<file path="src/mcr_pkg.sv">
// Shared types and codes for the midpoint circle rasterizer.
package mcr_pkg;

    // Opcodes carried in the input tuser
    localparam logic OP_START = 1'b0;
    localparam logic OP_STEP  = 1'b1;

    // Index of the final result of a step, by kind of step
    localparam logic [2:0] LAST_EMPTY   = 3'd0;
    localparam logic [2:0] LAST_FILL    = 3'd3;
    localparam logic [2:0] LAST_OUTLINE = 3'd7;

    localparam int CoordW  = 15;
    localparam int RadiusW = 14;
    localparam int DecW    = 17;
    localparam int OutW    = 16;

    // Snapshot of one step: everything the emitter needs to produce its results
    typedef struct packed {
        logic signed [CoordW-1:0] cx;
        logic signed [CoordW-1:0] cy;
        logic signed [CoordW-1:0] ox;
        logic signed [CoordW-1:0] oy;
        logic                     filled;
        logic                     done;
        logic                     empty;
    } job_t;

    // Emitter status seen by the top level
    typedef struct packed {
        logic job_busy;
        logic out_load;
    } emit_stat_t;

endpackage

</file>
<file path="src/mcr_state.sv">
// Circle state registers and the midpoint decision update.
module mcr_state
    import mcr_pkg::*;
(
    input  logic                      clk,
    input  logic                      rst_n,
    input  logic                      item_acc,
    input  logic                      opcode,
    input  logic signed [CoordW-1:0]  center_x,
    input  logic signed [CoordW-1:0]  center_y,
    input  logic        [RadiusW-1:0] radius,
    input  logic                      fill_mode,
    output job_t                      job
);

    logic signed [CoordW-1:0]  cx_reg, cy_reg, ox_reg, oy_reg;
    logic        [RadiusW-1:0] rad_reg;
    logic signed [DecW-1:0]    dec_reg;
    logic                      filled_reg, active_reg;

    logic signed [18:0] d_w, ox_w, oy_w, rad_w, d_n, ox_n, oy_n;
    logic signed [CoordW-1:0] ox_next, oy_next;
    logic signed [DecW-1:0]   dec_next;
    logic                     done;

    // Three-way decision rule on widened values
    always_comb
    begin
        d_w   = 19'(dec_reg);
        ox_w  = 19'(ox_reg);
        oy_w  = 19'(oy_reg);
        rad_w = $signed({5'b0, rad_reg});
        if (d_w >= (ox_w <<< 1))
        begin
            d_n  = d_w - (ox_w <<< 1) - 19'sd1;
            ox_n = ox_w + 19'sd1;
            oy_n = oy_w;
        end
        else if (d_w < ((rad_w - oy_w) <<< 1))
        begin
            d_n  = d_w + (oy_w <<< 1) - 19'sd1;
            ox_n = ox_w;
            oy_n = oy_w - 19'sd1;
        end
        else
        begin
            d_n  = d_w + ((oy_w - ox_w - 19'sd1) <<< 1);
            ox_n = ox_w + 19'sd1;
            oy_n = oy_w - 19'sd1;
        end
        ox_next  = ox_n[CoordW-1:0];
        oy_next  = oy_n[CoordW-1:0];
        dec_next = d_n[DecW-1:0];
        done     = oy_next < ox_next;
    end

    // Snapshot handed to the emitter on a step transfer
    always_comb
    begin
        job.cx     = cx_reg;
        job.cy     = cy_reg;
        job.ox     = ox_reg;
        job.oy     = oy_reg;
        job.filled = filled_reg;
        job.done   = done;
        job.empty  = !active_reg;
    end

    // State update
    always_ff @(posedge clk or negedge rst_n)
    begin
        if (!rst_n)
        begin
            cx_reg     <= '0;
            cy_reg     <= '0;
            rad_reg    <= '0;
            ox_reg     <= '0;
            oy_reg     <= '0;
            dec_reg    <= '0;
            filled_reg <= 1'b0;
            active_reg <= 1'b0;
        end
        else if (item_acc)
        begin
            if (opcode == OP_START)
            begin
                cx_reg     <= center_x;
                cy_reg     <= center_y;
                rad_reg    <= radius;
                ox_reg     <= '0;
                oy_reg     <= $signed({1'b0, radius});
                dec_reg    <= $signed(DecW'(radius) - DecW'(1));
                filled_reg <= fill_mode;
                active_reg <= 1'b1;
            end
            else if (active_reg)
            begin
                ox_reg     <= ox_next;
                oy_reg     <= oy_next;
                dec_reg    <= dec_next;
                active_reg <= !done;
            end
        end
    end

endmodule

</file>
<file path="src/mcr_emit.sv">
// Step job register, per-result coordinate selection and output register.
module mcr_emit
    import mcr_pkg::*;
(
    input  logic                   clk,
    input  logic                   rst_n,
    input  logic                   job_load,
    input  job_t                   job,
    output logic                   job_free,
    output emit_stat_t             stat,
    output logic                   m_valid,
    input  logic                   m_ready,
    output logic signed [OutW-1:0] x_start,
    output logic signed [OutW-1:0] x_end,
    output logic signed [OutW-1:0] row_y,
    output logic                   last_of_run,
    output logic                   circle_done,
    output logic                   empty_res
);

    job_t       job_reg;
    logic       job_valid_reg;
    logic [2:0] idx_reg;

    logic                   m_valid_reg;
    logic signed [OutW-1:0] xs_reg, xe_reg, y_reg;
    logic                   last_reg, done_reg, empty_reg;

    logic [2:0]             last_idx;
    logic                   is_last, out_load;
    logic signed [OutW-1:0] xc, yc, a, b;
    logic signed [OutW-1:0] xpa, xma, xpb, xmb, ypa, yma, ypb, ymb;
    logic signed [OutW-1:0] xs_c, xe_c, y_c;

    // Octant sums, wrapped to the output width
    always_comb
    begin
        xc  = OutW'(job_reg.cx);
        yc  = OutW'(job_reg.cy);
        a   = OutW'(job_reg.ox);
        b   = OutW'(job_reg.oy);
        xpa = xc + a;
        xma = xc - a;
        xpb = xc + b;
        xmb = xc - b;
        ypa = yc + a;
        yma = yc - a;
        ypb = yc + b;
        ymb = yc - b;
    end

    // Pick the point or span for the current index
    always_comb
    begin
        xs_c = '0;
        xe_c = '0;
        y_c  = '0;
        if (job_reg.empty)
        begin
            xs_c = '0;
            xe_c = '0;
            y_c  = '0;
        end
        else if (job_reg.filled)
        begin
            case (idx_reg[1:0])
                2'd0:    begin xs_c = xmb; xe_c = xpb; y_c = ypa; end
                2'd1:    begin xs_c = xma; xe_c = xpa; y_c = ypb; end
                2'd2:    begin xs_c = xma; xe_c = xpa; y_c = ymb; end
                default: begin xs_c = xmb; xe_c = xpb; y_c = yma; end
            endcase
        end
        else
        begin
            case (idx_reg)
                3'd0:    begin xs_c = xpa; y_c = ypb; end
                3'd1:    begin xs_c = xpb; y_c = ypa; end
                3'd2:    begin xs_c = xma; y_c = ypb; end
                3'd3:    begin xs_c = xmb; y_c = ypa; end
                3'd4:    begin xs_c = xpa; y_c = ymb; end
                3'd5:    begin xs_c = xpb; y_c = yma; end
                3'd6:    begin xs_c = xma; y_c = ymb; end
                default: begin xs_c = xmb; y_c = yma; end
            endcase
            xe_c = xs_c;
        end
    end

    // Transfer bookkeeping
    always_comb
    begin
        if (job_reg.empty)
            last_idx = LAST_EMPTY;
        else if (job_reg.filled)
            last_idx = LAST_FILL;
        else
            last_idx = LAST_OUTLINE;
        is_last  = idx_reg == last_idx;
        out_load = job_valid_reg && (!m_valid_reg || m_ready);
        job_free = !job_valid_reg || (out_load && is_last);
    end

    assign stat.job_busy = job_valid_reg;
    assign stat.out_load = out_load;

    // Job register and result index
    always_ff @(posedge clk or negedge rst_n)
    begin
        if (!rst_n)
        begin
            job_valid_reg <= 1'b0;
            idx_reg       <= '0;
        end
        else if (job_load)
        begin
            job_valid_reg <= 1'b1;
            idx_reg       <= '0;
        end
        else if (out_load)
        begin
            if (is_last)
                job_valid_reg <= 1'b0;
            idx_reg <= idx_reg + 3'd1;
        end
    end

    always_ff @(posedge clk)
    begin
        if (job_load)
            job_reg <= job;
    end

    // Output register
    always_ff @(posedge clk or negedge rst_n)
    begin
        if (!rst_n)
            m_valid_reg <= 1'b0;
        else if (out_load)
            m_valid_reg <= 1'b1;
        else if (m_ready)
            m_valid_reg <= 1'b0;
    end

    always_ff @(posedge clk)
    begin
        if (out_load)
        begin
            xs_reg    <= xs_c;
            xe_reg    <= xe_c;
            y_reg     <= y_c;
            last_reg  <= is_last;
            done_reg  <= is_last && job_reg.done;
            empty_reg <= job_reg.empty;
        end
    end

    assign m_valid     = m_valid_reg;
    assign x_start     = xs_reg;
    assign x_end       = xe_reg;
    assign row_y       = y_reg;
    assign last_of_run = last_reg;
    assign circle_done = done_reg || empty_reg;
    assign empty_res   = empty_reg;

endmodule

</file>
<file path="src/midpoint_circle_rasterizer.sv">
// Top level of the midpoint circle rasterizer.
//
//  channel   dir  tdata                                   tuser / tlast
//  s_axis    in   center_x, center_y, radius, fill_mode   tuser: opcode
//  m_axis    out  x_start, x_end, row_y                   tuser: circle_done, empty_res;
//                                                         tlast: last_of_run
//
// A start transfer gives no result. A step gives eight results in outline mode,
// four in fill mode, one when no circle is active, at one result per cycle
// from the output register while the output is not stalled.
// Reset clears the circle state (no circle active) and the job and output valids.
// The next input is taken while the last result of the current step loads;
// output stalls hold the job and in turn the input.
module midpoint_circle_rasterizer
    import mcr_pkg::*;
(
    input  logic        clk,
    input  logic        rst_n,
    input  logic        s_axis_tvalid,
    output logic        s_axis_tready,
    input  logic [47:0] s_axis_tdata,  // center_x[14:0], center_y[29:15], radius[43:30],
                                       // fill_mode[44], zero fill[47:45]
    input  logic        s_axis_tuser,  // opcode
    output logic        m_axis_tvalid,
    input  logic        m_axis_tready,
    output logic [47:0] m_axis_tdata,  // x_start[15:0], x_end[31:16], row_y[47:32]
    output logic [1:0]  m_axis_tuser,  // circle_done[0], empty_res[1]
    output logic        m_axis_tlast   // last_of_run
);

    logic       item_acc, job_load, job_free;
    job_t       job;
    emit_stat_t stat;
    logic signed [OutW-1:0] x_start, x_end, row_y;
    logic       last_of_run, circle_done, empty_res;

    assign s_axis_tready = job_free;
    assign item_acc      = s_axis_tvalid && s_axis_tready;
    assign job_load      = item_acc && (s_axis_tuser == OP_STEP);

    mcr_state u_state
    (
        .clk       (clk),
        .rst_n     (rst_n),
        .item_acc  (item_acc),
        .opcode    (s_axis_tuser),
        .center_x  ($signed(s_axis_tdata[14:0])),
        .center_y  ($signed(s_axis_tdata[29:15])),
        .radius    (s_axis_tdata[43:30]),
        .fill_mode (s_axis_tdata[44]),
        .job       (job)
    );

    mcr_emit u_emit
    (
        .clk         (clk),
        .rst_n       (rst_n),
        .job_load    (job_load),
        .job         (job),
        .job_free    (job_free),
        .stat        (stat),
        .m_valid     (m_axis_tvalid),
        .m_ready     (m_axis_tready),
        .x_start     (x_start),
        .x_end       (x_end),
        .row_y       (row_y),
        .last_of_run (last_of_run),
        .circle_done (circle_done),
        .empty_res   (empty_res)
    );

    assign m_axis_tdata = {row_y, x_end, x_start};
    assign m_axis_tuser = {empty_res, circle_done};
    assign m_axis_tlast = last_of_run;

`ifndef SYNTHESIS
    // Completion is only ever flagged on the final result of a step
    a_done_last: assert property (@(posedge clk) disable iff (!rst_n)
        m_axis_tvalid && m_axis_tuser[0] |-> m_axis_tlast)
        else $error("circle_done without tlast");

    // An empty result is a lone, finished, all-zero result
    a_empty_form: assert property (@(posedge clk) disable iff (!rst_n)
        m_axis_tvalid && m_axis_tuser[1] |->
            m_axis_tlast && m_axis_tuser[0] && (m_axis_tdata == 48'd0))
        else $error("malformed empty result");

    // A step transfer always leaves a job in flight
    a_step_job: assert property (@(posedge clk) disable iff (!rst_n)
        s_axis_tvalid && s_axis_tready && (s_axis_tuser == OP_STEP) |=> stat.job_busy)
        else $error("step accepted without a job");

    // A result only loads while a job is held
    a_load_busy: assert property (@(posedge clk) disable iff (!rst_n)
        stat.out_load |-> stat.job_busy)
        else $error("output load with no job");
`endif

endmodule

</file>
<file path="config.mk">
export PLATFORM = sky130hd
export DESIGN_NAME = midpoint_circle_rasterizer
export DESIGN_NICKNAME = d
export VERILOG_FILES = /design/src/mcr_pkg.sv /design/src/mcr_state.sv /design/src/mcr_emit.sv /design/src/midpoint_circle_rasterizer.sv
export SDC_FILE = /design/constraint.sdc
export NUM_CORES = 1
export LEC_CHECK = 0
export BUFFER_PORTS_ARGS = -buffer_cell sky130_fd_sc_hd__buf_2
export CAP_MARGIN = 30
export CORE_ASPECT_RATIO = 0.9
export CORE_MARGIN = 2
export CORE_UTILIZATION = 32
export DETAILED_ROUTE_END_ITERATION = 12
export PLACE_DENSITY = 0.51
export SLEW_MARGIN = 20
export SYNTH_ARGS = -nofsm -noshare
export SYNTH_HDL_FRONTEND = slang
export SYNTH_HIERARCHICAL = 1
export SYNTH_SLANG_ARGS = --single-unit
</file>
<file path="constraint.sdc">
create_clock -name clk -period 8.4 [get_ports clk]
set_input_delay 0 -clock clk [delete_from_list [all_inputs] [get_ports clk]]
set_output_delay 0 -clock clk [all_outputs]
set_load 0.03 [all_outputs]
</file>
* Word level (Yosys, flattened, before mapping) *
Cells that the tools add are included.

word-level totals
  register bits after elaboration = 212
  latch bits = 0
  memory bits (writable) = 0
  bits in read-only memories = 0
  bits of input ports = 53
  output and inout port bits = 53
  word-level logic and storage cells = 115
  memories = 0

operators by class
  $add $sub $neg = 20
  multipliers = 0
  div/mod/pow operators = 0
  order comparisons = 3
  equality and inequality tests = 10
  shift-type cells = 0
  multiplexer cells = 30
  bitwise gates (word level) = 1
  reductions and logical operators = 27

operators with widths
  cell                                                  count
  one-hot mux 16 bit (3 select lines)                   3
  two-way mux 15 bit                                    7
  subtractor 15 x 15 -> 16 bit                          6
  two-way mux 16 bit                                    5
  two-way mux 17 bit                                    4
  adder 15 x 15 -> 16 bit                               4
  subtractor 17 x 2 -> 17 bit (second input constant)   2
  adder 17 x 16 -> 17 bit                               1
  adder 17 bit                                          1
  greater-or-equal comparator 17 x 16 -> 1 bit          1
  < comparator 17 bit                                   1
  subtractor 17 x 16 -> 17 bit                          1
  subtractor 16 x 2 -> 16 bit (second input constant)   1
  adder 15 x 2 -> 15 bit (second input constant)        1
  < comparator 15 bit                                   1
  subtractor 14 x 1 -> 15 bit (second input constant)   1
  subtractor 15 x 2 -> 15 bit (second input constant)   1
  OR reduction 2 bit                                    7
  two-way mux 3 bit                                     4
  equality test 3 bit (second input constant)           3
  two-way mux 1 bit                                     7
  equality test 3 x 2 -> 1 bit (second input constant)  2
  AND reduction 2 bit                                   3
  nonzero test 2 bit                                    3
  12 further kinds                                      21

* Longest topological paths before layout *
Gate-level depths: netlist of run 1.

  depth after elaboration = 9
  gate-level depth with buffers = 33
  depth with buffers taken out = 31

* Modules after synthesis *
The synthesis of run 1 kept the hierarchy.

by module, submodules not included
  module                      instances  cells an instance  area an instance (µm²)  sequential area each (µm²)
  mcr_emit                    1          1,297              11,693.7                3,518.4
  mcr_state                   1          1,174              9,327.7                 2,327.2
  midpoint_circle_rasterizer  1          4                  27.5                    0.0

* Worst setup path before layout of run 1 *
No wires, ideal clock.

  path type = register to register
  start point = register u_state.oy_reg[1]
  end point = register u_emit/job_reg[1] (netlist name) (data pin)
  setup time = 0.251 ns
  arrival = 5.972 ns
  data required time = 8.149 ns
  slack = 2.177 ns
  cell stages (with the launch flop) = 29
  path buffers = 1
  clock period less this slack = 6.223 ns
  cells stage by stage = dfrtp_1 > inv_1 > ha_1 > nor2b_1 > o21ai_0 > a21oi_1 > o21ai_0 > a21boi_0 > o2111ai_1 > a31o_2 > o221ai_1 > or3_1 > ha_1 > nand4_1 > a211oi_1 > nor3_1 > o211ai_1 > xnor2_1 > o2111ai_2 > or3_1 > xnor2_1 > ha_1 > nand4_1 > nor4_1 > o311ai_1 > a31oi_1 > o21a_1 > o21ai_1 > buf_4

between the ends
  word-level cells in the longest chain between the ends = 5
  elaborated cells on any way between the ends = 7
  classes of those cells = 2 x add/sub; 2 x order compare; 3 x mux

RTL lines
  what                          line             source
  start, declared               mcr_state.sv:16  logic signed [CoordW-1:0] cx_reg, cy_reg, ox_reg, oy_reg;
  start signal, assigned        mcr_state.sv:91  oy_reg <= $signed({1'b0, radius});
  start signal, assigned        mcr_state.sv:99  oy_reg <= oy_next;
  subtractor 15 x 15 -> 16 bit  mcr_state.sv:39  else if (d_w < ((rad_w - oy_w) <<< 1))
  < comparator 17 bit           mcr_state.sv:39
  two-way mux 15 bit            mcr_state.sv:39
  two-way mux 15 bit            mcr_state.sv:33  if (d_w >= (ox_w <<< 1))
  < comparator 15 bit (*)       mcr_state.sv:54  done = oy_next < ox_next;
  via u_state.done              mcr_state.sv:24  logic done;
  end signal, assigned          mcr_emit.sv:130  job_reg <= job;
  end, declared                 mcr_emit.sv:21   job_t job_reg;

Mark *: on every way through the listed nets, which the timed path passes. The rest lies on a longest branch.
A chain may end at the register's enable or synchronous reset.

==> summary.md, run 1 <==
| Metric | Value |
|---|---|
| Outcome | `finished, final reports clean` |
| Crit-path slowest cell | `a2111oi_4` |
| Boundary Pins | `106` |
| Detail Route Antenna Nets | `0` |
| Gpl congestion | `between 0.9 and 1` |
| ANT cells | `0` |
| Final Hold Vio Count | `0` |
| Reg2Reg Depth | `29` |
| Largest register FFs | `33` |
| Placement row count | `89` |
| Die height | `247 um` |
| DIE WIDTH | `274 um` |
| Root buf cell | `clkbuf_16` |
| Post-CTS setup buffers | `0` |
| Final Cell Area | `0.0238 sq mm` |
| Initial antenna violation count | `2` |
| Clock buffer depth | `3` |
| Final worst path period share | `87.9%` |
| Highest clock rate | `135 MHz` |
| Clk pin slew, worst setup/hold paths | `approximately 60 ps` |
| Mapped cell area | `0.0210 sq mm` |
| CP startpoint kind | `flop` |
| Most frequent cells in the layout | `nand2_1, ha_1, inv_1` |
| Clock Sinks | `between 200 and 250` |
| Nets | `2878` |
| Hpwl dp | `57200 um` |
| Relative slew slack | `37.2%` |
| Critical path's largest stage delay | `530 ps` |
| Area grow syn2layout | `12.9%` |
| Initial DRC Count | `1454` |
| CTS tree | `done` |
| HP Class | `input pin to async pin` |
| Core Region | `roughly 0.065 sq mm` |
| Final setup violation count | `0` |
| Placed insts | `3349` |
| DRC violations left | `0` |
| Final Non-Filler Cells | `3448` |
| Share of layout cells above drive strength 1 | `a little under a tenth` |
| Clock Latency Late Sink | `590 ps` |
| Largest net degree at the start of global routing | `between 50 and 60` |
| DIE AREA | `roughly 0.068 sq mm` |
| Most common cell after layout, fill and taps aside | `nand2_1` |
| Yosys warnings | `6` |
| Critical path class | `flop to flop` |
| Post-route clock skew | `26.7 ps` |
| Routed vias/inst | `between 5 and 6` |
| Routed WL | `74100 um` |
| CP delay by family, top | `compound AO/OA/AOI/OAI gates` |
| Worst Max-Slew Pin Slew | `939 ps` |
| Avg Cell Area, Syn | `8.51 sq um` |
| Syn Nets | `around 2800` |
| RSZ-0062 raised after global routing | `false` |
| Max Fanout on Critical Path | `6` |
| Critical path depth in cells | `29` |
| GRT overflow | `0` |
| Vias in the first global route | `19100` |
| Synthesized instance count | `2473` |
| Buf+Inv Stages, Crit Path | `1` |
| Top cell by count, worst path | `ha_1` |
| Starting Density | `32.2%` |
| CTS Buf Count | `28` |
| Worst Path Required | `slightly below 9000 ps` |
| Placed cell area | `between 0.02 and 0.025 sq mm` |
| Final min period | `about 7400 ps` |
| First-pass GRT wire length | `113000 um` |
| # hold bufs at CTS | `47` |
| CP arrival | `7810 ps` |
| Number of port buffers | `102` |
| Via count | `19200` |
| Post-cts resize count | `0` |
| Maxcap violations | `0` |
| Max H-tree Level | `1` |
| Final Max Slew Viols | `0` |
| Critical path capture point type | `flop` |
| GRT Util Overall | `21.6%` |
| Total negative slack | `0 ps` |
| TritonRoute pass-1 iters | `6` |
| Drt wl/cell | `21.5 um` |
==> cell type report <==
cell class | count | area [sq um]
inverter | 196 | 736
timing repair buffer | 177 | 1190
clock buffer | 33 | 751
tap | 864 | 1080
fill | 6777 | 41500
sequential | 211 | 5850
multi-input combinational | 1948 | 13900
clock inverter | 19 | 290
==> worst register-to-register path: cells and delay by family, from the launching register on <==
| family | cells | cell delay (ps) |
|---|---|---|
| compound gates | 15 | 3810 |
| simple gates | 8 | 1230 |
| fa+ha+maj | 3 | 1050 |
| xor+xnor | 2 | 480 |
| flops | 1 | 440 |
| buf+inv | 1 | 260 |
==> final timing paths <==
kind / end / slack, ps / start
max in group asynchronous: u_state/oy_reg[10] / 7080 / rst_n
max reg2reg: u_emit/job_reg[1] / 1010 / u_state/oy_reg[1]
min: u_emit/idx_reg[1] / 40 / rst_n
min in group clk: u_state/oy_reg[11] / 90 / s_axis_tuser
max: u_emit/job_reg[1] / 1010 / u_state/oy_reg[1]
min reg2reg: u_emit/job_reg[54] / 440 / u_state/cx_reg[6]
==> stage by stage <==
step	hold WS, ps	worst slack [ps]	util [%]
after CTS	45.4	1020	36.4
after detailed placement	128	1070	34.1
after global routing	79.2	407	36.4
after global placement	122	1040	34.1
after floorplan	-296	2180	-
final	35.4	1010	36.4
==> metal layers <==
layer	global-route usage (%)	vias up	wire length, um
li1	-	9144	-
met1	28.4	9236	33100
met2	37.0	658	34500
met3	2.27	130	3980
met4	7.10	0	2540
met5	0	-	0
Power of run 1 is left out: the tool's default activity adds up to more than one toggle a clock period on the data nets, which glitch-free logic cannot reach.
==> inputs of run 2 (changes only) <==
==> constraint.sdc (replaced) <==
create_clock -name clk -period 8.4 [get_ports clk]
set_input_delay 0.42 -clock clk [delete_from_list [all_inputs] [get_ports clk]]
set_output_delay 0.42 -clock clk [all_outputs]
set_load 0.03 [all_outputs]
==> run 2 against run 1 <==
Hold slack gained 5.1 ps; count of clock-buffer cells in the layout is 3 lower; clock skew down 7.3 ps; fmax down 3.4%; critical path depth unchanged; non-clock buffer count fell by 47.
==> summary.md, run 2 (synthesized netlist as in run 1, its figures left out) <==
| Metric | Value |
|---|---|
| Total negative slack | `0 ps (unchanged)` |
| Clock buffer depth | `3 (unchanged)` |
| Critical path class | `flop to flop` |
| Via count | `19300 (+0.50%)` |
| Largest register FFs | `33 (unchanged)` |
| Worst Path Required | `8830 ps (about the same)` |
| Share of layout cells above drive strength 1 | `9.50% (+0.17 points)` |
| Clock Latency Late Sink | `580 ps (about the same)` |
| Clock Sinks | `211 (unchanged)` |
| Placement row count | `89 (unchanged)` |
| Post-route clock skew | `19.3 ps (-7.34 ps)` |
| DRC violations left | `0 (unchanged)` |
| Relative slew slack | `34.1% (-3.1 points)` |
| Starting Density | `32.2% (unchanged)` |
| Final setup violation count | `0 (unchanged)` |
| First-pass GRT wire length | `111000 um (-1.7%)` |
| Initial antenna violation count | `1 (-1)` |
| Met1 global-route usage | `28.6% (+0.20 points)` |
| Critical path's largest stage delay | `720 ps (+190 ps)` |
| Drt wl/cell | `21.5 um (about the same)` |
| Initial DRC Count | `1633 (+12%)` |
| Flip-flop and latch area | `0.00585 sq mm (unchanged)` |
| Area grow syn2layout | `10.5%` |
| Largest net degree at the start of global routing | `56 (unchanged)` |
| Grt met3 use | `2.12% (-0.16 points)` |
| GRT Util Overall | `21.2% (-0.40 points)` |
| CP delay by family, top | `compound AO/OA/AOI/OAI gates` |
| Routed WL | `73100 um (-1.4%)` |
| Nets | `2831 (-1.6%)` |
| Final Cell Area | `0.0232 sq mm (-2.2%)` |
| Final Hold Vio Count | `0 (unchanged)` |
| Outcome | `finished, final reports clean` |
| Critical path capture point type | `flop` |
| Routed vias/inst | `5.66 (+1.9%)` |
| Number of port buffers | `102 (unchanged)` |
| Buf+Inv Stages, Crit Path | `1 (unchanged)` |
| Most frequent cells in the layout | `nand2_1, ha_1, inv_1` |
| DIE WIDTH | `274 um (unchanged)` |
| Clk pin slew, worst setup/hold paths | `60 ps (about the same)` |
| Busiest grt layer | `met2` |
| Pre-CTS WS | `853 ps (-218 ps)` |
| Crit-path slowest cell | `xor2_2` |
| Max Fanout on Critical Path | `9 (+3)` |
| HP Class | `input pin to flop` |
| Hpwl dp | `57000 um (-0.32%)` |
| Maxcap violations | `0 (unchanged)` |
| GRT overflow | `0 (unchanged)` |
| Die height | `247 um (unchanged)` |
| Post-layout util | `35.6% (-0.79 points)` |
| Worst Max-Slew Pin Slew | `985 ps (+46.6 ps)` |
| Final min period | `7640 ps (+257 ps)` |
| GR Util met2 | `35.4% (-1.7 points)` |
| ANT cells | `0 (unchanged)` |
| Final WS setup | `757 ps (-257 ps)` |
| RSZ-0062 raised after global routing | `false` |
| Final worst path period share | `91.0% (+3.1 points)` |
| Gpl congestion | `0.918 (about the same)` |
| Detail Route Antenna Nets | `0 (unchanged)` |
| Root buf cell | `clkbuf_16` |
| FILL cells | `6787 (+0.15%)` |
| Boundary Pins | `106 (unchanged)` |
| Post-cts resize count | `0 (unchanged)` |
| Core Region | `0.0653 sq mm (unchanged)` |
| DIE AREA | `0.0678 sq mm (unchanged)` |
| Multi-input logic area | `0.0139 sq mm (unchanged)` |
| TritonRoute pass-1 iters | `7 (+1)` |
| Max H-tree Level | `1 (unchanged)` |
| Placed cell area | `0.0223 sq mm (about the same)` |
| Most common cell after layout, fill and taps aside | `nand2_1` |
| Final Max Slew Viols | `0 (unchanged)` |
| CP startpoint kind | `flop` |
| CP arrival | `8070 ps (+260 ps)` |
| Vias in the first global route | `18900 (-1.0%)` |
| Highest clock rate | `131 MHz (-3.4%)` |
| CTS tree | `done` |
| CTS Buf Count | `28 (unchanged)` |
==> run 2: worst reg2reg max path, delay by kind of cell, from the launching register on <==
family / cells / cell delay, ps
AO/OA/AOI/OAI: 14 / 3320
XOR/XNOR: 2 / 870
adder cells (fa/ha/maj): 3 / 970
buffers and inverters: 1 / 250
flip-flops: 1 / 450
AND/OR/NAND/NOR: 9 / 1630
==> run 2: path summary, 6_finish.rpt <==
| path | endpoint | cells past startpoint | start | slack, ps |
|---|---|---|---|---|
| setup / recovery | u_state/active_reg | 29 | u_state/oy_reg[1] | 760 |
| setup reg to reg | u_state/active_reg | 29 | u_state/oy_reg[1] | 760 |
| hold reg to reg | u_emit/job_reg[47] | 0 | u_state/cy_reg[14] | 440 |
| min in group asynchronous | u_emit/idx_reg[0] | 2 | rst_n | 520 |
| hold / removal | u_state/cx_reg[0] | 3 | s_axis_tdata[0] | 40 |
| max in group asynchronous | u_state/cx_reg[11] | 3 | rst_n | 6620 |
==> run 2: final cells by class <==
| type | count | area share, % |
|---|---|---|
| repair buffers | 130 | 3.21 |
| flip-flops and latches | 211 | 25.2 |
| clock inverters | 22 | 1.09 |
| multi-input cells | 1948 | 59.6 |
| inverters | 196 | 3.17 |
| well taps | 864 | 4.65 |
| clock buffers | 30 | 3.09 |
==> run 2: layer usage <==
metal  vias up  part of all wire, %
met4         0                  3.8
met3       165                  5.8
li1       9045                    -
met1      9297                   45
met5         -                    0
met2       757                   45
==> run 2: repair_timing <==
| action | in CTS | in global routing |
|---|---|---|
| endpoints found under the hold margin | 47 | 0 |
| hold buffers | 1 | 0 |
| buffers inserted | 0 | 0 |
==> run 2: per-stage QoR <==
| step | cells | hold slack (ps) |
|---|---|---|
| after floorplan | 2473 | 124 |
| after global placement | 3346 | 430 |
| after detailed placement | 3348 | 431 |
| after CTS | 3401 | 14.3 |
| after global routing | 3401 | 33.9 |
| final | 3401 | 40.5 |
Power of run 2 is left out for the same reason.
